[src/rtl/core/pfde_pkg.sv]
`timescale 1ns / 1ps
package pfde_pkg;

   localparam int SCREEN_COLUMNS = 128;
   localparam int SCREEN_ROWS    = 64;

   localparam int PAGE_COUNT  = (SCREEN_ROWS + 7) / 8;
   localparam int STORE_BYTES = SCREEN_COLUMNS * PAGE_COUNT;
   localparam int ADDR_W      = $clog2(STORE_BYTES);
   localparam int PAGE_W      = (PAGE_COUNT > 1) ? $clog2(PAGE_COUNT) : 1;
   localparam int COL_W       = (SCREEN_COLUMNS > 1) ? $clog2(SCREEN_COLUMNS) : 1;
   // wide enough for any coordinate compare against the screen limits
   localparam int CNT_W       = 9;

   localparam logic [1:0] OP_VLINE = 2'd0;
   localparam logic [1:0] OP_BAND  = 2'd1;
   localparam logic [1:0] OP_READ  = 2'd2;

   typedef struct packed {
      logic [1:0] operation;
      logic [7:0] x_pos;
      logic [7:0] y_pos;
      logic [7:0] line_height;
      logic [7:0] column_bits;
      logic       ink;
      logic [2:0] read_page;
   } pfde_req_type;

   typedef struct packed {
      logic load;
      logic clear_step;
      logic mem_read;
      logic mem_write;
      logic capture;
      logic next_page;
      logic out_load;
   } pfde_cmd_type;

   typedef struct packed {
      logic clear_last;
      logic skip;
      logic is_read;
      logic at_end;
      logic out_free;
   } pfde_stat_type;

endpackage

[src/rtl/core/pfde_ctrl.sv]
`timescale 1ns / 1ps
module pfde_ctrl
   import pfde_pkg::*;
(
   input  logic          clock,
   input  logic          reset,
   input  logic          req_valid,
   output logic          req_ready,
   input  pfde_stat_type stat,
   output pfde_cmd_type  cmd
);

   localparam logic [2:0] S_CLEAR = 3'd0;
   localparam logic [2:0] S_IDLE  = 3'd1;
   localparam logic [2:0] S_CHECK = 3'd2;
   localparam logic [2:0] S_READ  = 3'd3;
   localparam logic [2:0] S_WRITE = 3'd4;
   localparam logic [2:0] S_DONE  = 3'd5;

   logic [2:0] state_ff;
   logic [2:0] state_in;

   always_ff @(posedge clock) begin
      if (reset) begin
         state_ff <= S_CLEAR;
      end else begin
         state_ff <= state_in;
      end
   end

   assign req_ready = (state_ff == S_IDLE);

   always_comb begin
      state_in = state_ff;
      cmd      = '0;
      case (state_ff)
         S_CLEAR: begin
            cmd.clear_step = 1'b1;
            if (stat.clear_last) begin
               state_in = S_IDLE;
            end
         end
         S_IDLE: begin
            if (req_valid) begin
               cmd.load = 1'b1;
               state_in = S_CHECK;
            end
         end
         S_CHECK: begin
            state_in = stat.skip ? S_DONE : S_READ;
         end
         S_READ: begin
            cmd.mem_read = 1'b1;
            state_in     = S_WRITE;
         end
         S_WRITE: begin
            // read data from the store is valid here
            if (stat.is_read) begin
               cmd.capture = 1'b1;
               state_in    = S_DONE;
            end else begin
               cmd.mem_write = 1'b1;
               if (stat.at_end) begin
                  state_in = S_DONE;
               end else begin
                  cmd.next_page = 1'b1;
                  state_in      = S_READ;
               end
            end
         end
         S_DONE: begin
            if (stat.out_free) begin
               cmd.out_load = 1'b1;
               state_in     = S_IDLE;
            end
         end
         default: begin
            state_in = S_CLEAR;
         end
      endcase
   end

endmodule

[config.mk]
export PLATFORM = sky130hd
export DESIGN_NAME = pfde_ctrl
export DESIGN_NICKNAME = d
export VERILOG_FILES = /design/src/rtl/core/pfde_pkg.sv /design/src/rtl/core/pfde_ctrl.sv
export SDC_FILE = /design/constraint.sdc
export NUM_CORES = 1
export LEC_CHECK = 0
export BUFFER_PORTS_ARGS = -buffer_cell sky130_fd_sc_hd__buf_2
export CAP_MARGIN = 20
export CORE_AREA = 2 2 39 41
export CTS_CLUSTER_DIAMETER = 30
export CTS_CLUSTER_SIZE = 24
export DETAILED_ROUTE_END_ITERATION = 12
export DIE_AREA = 0 0 41 43
export PLACE_DENSITY_LB_ADDON = 0.05
export SYNTH_ARGS = -nofsm -noshare
export SYNTH_HDL_FRONTEND = slang
export SYNTH_SLANG_ARGS = --single-unit
[constraint.sdc]
create_clock -name clock -period 1.5 [get_ports clock]
set_clock_uncertainty 0.15 [all_clocks]
set_input_delay 0.45 -clock clock [delete_from_list [all_inputs] [get_ports clock]]
set_output_delay 0.45 -clock clock [all_outputs]
set_load 0.03 [all_outputs]
==> results of run 1 <==
-- kinds of logic after synthesis --
kind of cell    Yosys count
simple gates             18
compound gates           10
buf+inv                   4
flops                     3
mux                       1
-- per-layer routing --
layer,up-vias,track usage (%)
met5,-,0
met4,0,2.00
met3,0,1.57
met2,15,18.8
met1,165,15.0
li1,187,-
-- cell usage after synthesis --
master / instances / area share (%)
and3_1: 2 / 4.5
nand2_1: 2 / 2.7
buf_2: 1 / 1.8
o21bai_1: 1 / 2.7
o21bai_2: 1 / 4.1
mux2_2: 1 / 4.1
nand3b_1: 1 / 2.7
a31oi_1: 1 / 2.3
a221oi_2: 1 / 5.4
nor2b_1: 2 / 4.5
nor2b_2: 1 / 3.2
nor2_1: 4 / 5.4
a21oi_1: 1 / 1.8
a22oi_1: 1 / 2.7
and2_1: 2 / 4.5
o21ai_1: 4 / 7.2
nor3b_2: 1 / 4.5
inv_1: 1 / 1.4
buf_6: 1 / 4.1
inv_2: 1 / 1.4
nor3_1: 2 / 3.6
dfxtp_1: 3 / 22
and2b_4: 1 / 3.6
-- path summary, 6_finish.rpt --
check / start / endpoint / slack [ps] / cells past startpoint
worst min-delay path: reset / state_ff[1] / 280 / 2
worst min register to register: state_ff[0] / state_ff[0] / 490 / 3
worst max-delay path: state_ff[2] / cmd[6] / -220 / 4
worst max register to register: state_ff[0] / state_ff[1] / -90 / 7
-- per-stage QoR --
step	std cells	setup TNS [ps]	util (%)	instance area, um2	worst slack (ps)
floorplan	36	-82.5	-	297	-82.5
global placement	73	-330	31.5	435	-87.4
detailed placement	73	-440	31.5	435	-104
CTS	81	-1590	41.3	572	-202
global route	82	-1970	43.0	596	-263
finish	82	-1520	43.0	596	-216
-- power by group --
group / total [mW] / switching [mW] / internal (mW)
sequential: 0.103 / 0.0166 / 0.0868
combinational: 0.173 / 0.0831 / 0.0902
clock: 0.137 / 0.0376 / 0.0994
-- cell type report --
cell class	count	area [um2]
inverter	2	7.51
timing repair buffer	28	230
tap	16	20.0
multi-input combinational	29	240
clock buffer	4	26.3
sequential	3	71.3
fill	156	788
-- critical path: cells and delay by family, from the launching register on --
kind	cells	cell delay (ps)
flip-flops	1	350
AND/OR/NAND/NOR	2	280
buffers and inverters	2	250
-- repair_timing --
| item | in CTS | in global routing |
|---|---|---|
| hold endpoints to repair | 0 | 0 |
| resized for setup | 26 | 5 |
| setup buffers | 4 | 1 |
| pin swaps | 4 | 3 |
| endpoints found under the setup margin | 8 | 9 |
==> impl_metrics.tcl, run 1 <==
set metrics [dict create \
    relSlewSlack_pct 84.7 \
    report.final.slew_viol_count 0 \
    synth_top_family_by_area "simple AND/OR/NAND/NOR gates" \
    finalWorstSetupSlack_ps -216 \
    cts-htree-levels 1 \
    synth_xor_area_share_pct 0 \
    clockBufferDepth 2 \
    synth_mux_area_share_pct 4.07 \
    die_area_mm2 0.00176 \
    period_share_pct 114 \
    fin_crit_ps 1720 \
    grt_pass1_vias 331 \
    grt_max_degree 7 \
    die_h_um 43 \
    status "finished, violations left" \
    reg_top3 "state_ff (3)" \
    top_register "state_ff" \
    hpwlAfterDp_um 646 \
    end_kind "primary output" \
    top_layer_used "met3" \
    cp_slowest_cell "dfxtp_4" \
    wl_met3_um 64 \
    largest_reg_flops 3 \
    fp-row-count 14 \
    hp-class "in2reg" \
    vias 367 \
    ir_drop_mv 0.311 \
    synth-seq-area-share_pct 21.7 \
    synth_fa_ha_area_share_pct 0 \
    tightest_slew_ps 229 \
    violations "negative setup slack" \
    grt_pass1_wl_mm 1.39 \
    cap_violations 0 \
    drt-met1-wl_um 380 \
    finalHoldViolCount 0 \
    start_util_pct 20.0 \
    postCtsHoldBufs 0 \
    ios 16 \
    synth.distinct_cells 23 \
    clock_sinks 3 \
    io_buffer_count 15 \
    synth-simple-area-share_pct 39.4 \
    cp_slowest_stage_delay_ps 350 \
    core_mm2 0.00138 \
    grt-ovfl-total 0 \
    powerDensity_mw_per_mm2 695 \
    worstSetupPathType "reg2out" \
    numCtsBuffers 3 \
    required_ps 900 \
    rsz0062_at_grt "true" \
    clkSlewWorstSetupHoldPaths_ps 40 \
    n_antenna_cell 0 \
    routedWlPerCell_um 11.2 \
    synth-compound-area-share_pct 26.2 \
    arrival_ps 1120 \
    worstPathMaxFanout 5 \
    cts_tree "built" \
    ant_nets 0 \
    p_leak_nw 0.265 \
    nNetsFinal 75 \
    hold_ws_ps 278 \
    cp_common_cell "buf_6" \
    power.total_mw 0.414 \
    netlist_area_um2 277 \
    max_freq_mhz 583 \
    die_w_um 41 \
    final_common_cell "buf_4" \
    crit_chain "buf_6, nor2_4, and3_4, buf_6" \
    layout_common_cells "buf_4, buf_6, buf_2" \
    synthCells 36 \
    setup_violations 9 \
    place_congestion 0.733 \
    clock_latency_ps 230 \
    drt_iter0_markers 2 \
    critPathLaunchType "register" \
    firstDrtPassIters 4 \
    drt-vias-per-instance 4.48 \
    cts-root-buf "clkbuf_4" \
    drc 0 \
    grt_usage_pct 11.3 \
    avgSynthCellArea_um2 7.68 \
    wl_met2_um 478 \
    synth_nets 44 \
    ys_ff_latch 3 \
    antenna_found_initial 0 \
    ys_warn_count 0 \
    area_growth_pct 115 \
    routed_wl_um 922 \
    layout-drive-gt1-share_pct 75.8 \
]
Power figures use the tool's default switching activity.
==> run 2, diff against run 1 <==
CTS_BUF_LIST = sky130_fd_sc_hd__clkbuf_8   (was unset)
==> run 2 against run 1 <==
The flow still finishes with violations (negative setup slack). Final area increased by 3.2%. Clock power increased by 60%. Non-clock buffer count did not move. Critical path type unchanged. Power rose by 20%. Core utilization increased by 1.4 points. Largest power group is now clock. Largest cell class unchanged.
==> impl_metrics.tcl, run 2 (synthesized netlist as in run 1, its figures left out) <==
set metrics [dict create \
    status "finished, violations left" \
    violations "negative setup slack" \
    cts-htree-levels 1 \
    cts-root-buf "clkbuf_8" \
    period_share_pct 113 \
    crit_chain "buf_6, nor2_4, and3_4, buf_6" \
    critical_path_buf_inv_count 2 \
    n_antenna_cell 0 \
    ios 16 \
    vias 370 \
    fin_util_pct 44.4 \
    grt_util_met1_pct 15.0 \
    pwr-share-clk_pct 44.2 \
    finalHoldViolCount 0 \
    clock_latency_ps 210 \
    layout-drive-gt1-share_pct 75.8 \
    cap_violations 0 \
    n_fill_cell 150 \
    cp_slowest_cell "dfxtp_4" \
    io_buffer_count 15 \
    nNetsFinal 75 \
    stdcell_count 82 \
    report.final.slew_viol_count 0 \
    cp_slowest_stage_delay_ps 350 \
    power.total_mw 0.496 \
    fp-row-count 14 \
    grt_max_degree 7 \
    cp_common_cell "buf_6" \
    worstSetupPathType "reg2out" \
    hold_depth 2 \
    tns_ps -1360 \
    routed_wl_um 879 \
    die_area_mm2 0.00176 \
    worstRegToRegCells 7 \
    rsz0062_at_grt "true" \
    post-place-cells 73 \
    p_comb_share_pct 34.9 \
    top_register "state_ff" \
    drt-vias-per-instance 4.51 \
    postCtsHoldBufs 0 \
    largest_reg_flops 3 \
    internal_power_mw 0.351 \
    hold_ws_ps 292 \
    firstDrtPassIters 4 \
    grt-ovfl-total 0 \
    cp_num_cells 4 \
    powerDensity_mw_per_mm2 807 \
    clock_sinks 3 \
    clkSlewWorstSetupHoldPaths_ps 30 \
    switching_share_pct 29.1 \
    p_sw_mw 0.145 \
    arrival_ps 1100 \
    die_h_um 43 \
    layout_common_cells "buf_4, buf_6, buf_2" \
    grt_usage_pct 10.5 \
    drc 0 \
    area_growth_pct 122 \
    finalWorstSetupSlack_ps -196 \
    core_mm2 0.00138 \
    antenna_found_initial 0 \
    ant_nets 0 \
    final_common_cell "buf_4" \
    required_ps 900 \
    fin_crit_ps 1700 \
    use_met2_pct 17.2 \
    ir_drop_mv 0.496 \
    start_util_pct 20.0 \
    setup_violations 9 \
    grt_pass1_wl_mm 1.35 \
    tightest_slew_ps 215 \
    numCtsBuffers 3 \
    critPathLaunchType "register" \
    die_w_um 41 \
    seqPwrFrac_pct 20.8 \
    grt_use_met3_pct 1.57 \
    drt_iter0_markers 3 \
    hpwlAfterDp_um 646 \
    grt_busiest_layer "met2" \
    end_kind "primary output" \
    grt_pass1_vias 328 \
    worstPathMaxFanout 5 \
    p_leak_nw 0.276 \
    routedWlPerCell_um 10.7 \
    max_freq_mhz 590 \
    cts_tree "built" \
    clockBufferDepth 2 \
    hp-class "in2reg" \
    place_congestion 0.733 \
    relSlewSlack_pct 85.6 \
    reg_top3 "state_ff (3)" \
    cp_top_family "flip-flops" \
]
==> run 2: cell count changes in the layout (fill, tap and decap cells not counted), sizes merged <==
cell	delta
inv	+1
clkbuf	-1
==> run 2: power groups by stage <==
stage	clock network (mW)	logic (mW)	registers, mW
finish	0.219	0.173	0.103
global route	0.233	0.186	0.105
CTS	0.225	0.168	0.104
detailed placement	0	0.138	0.103
global placement	0	0.137	0.103
floorplan	0	0.0958	0.0933
==> run 2: cell type report <==
type                    instances  area (um2)  share of cell area, %
multi-input cells              29         240                   39.1
repair buffers                 28         230                   37.5
flip-flops and latches          3        71.3                   11.6
clock buffers                   3        41.3                   6.72
well taps                      16        20.0                   3.26
inverters                       2        7.51                   1.22
clock inverters                 1        3.75                  0.611
==> run 2: path summary, 6_finish.rpt <==
check / slack, ps / endpoint / start
max reg2reg: -90 / state_ff[1] / state_ff[1]
max: -200 / cmd[6] / state_ff[2]
min: 290 / state_ff[1] / reset
min reg2reg: 480 / state_ff[0] / state_ff[0]
==> run 2: per-layer routing <==
metal  part of all wire (%)  wire length, um  vias to the layer above
met5                      0                0                        -
met4                      0                0                        0
met3                    6.8               60                        0
met2                     51              450                       15
met1                     42              368                      168
li1                       -                -                      187
==> run 2: repair_timing <==
item	CTS	global route
hold endpoints to repair	0	0
setup endpoints to repair	8	9
buffers inserted	4	1
pin swaps	4	4
gates resized for setup	27	4
cloned	0	0
==> run 2: metrics by stage <==
stage,area (um2),setup WS [ps]
4_1_cts,594,-183
5_1_grt,614,-234
3_5_place_dp,435,-104
6_report,614,-196
3_3_place_gp,435,-87.4
2_1_floorplan,297,-82.5
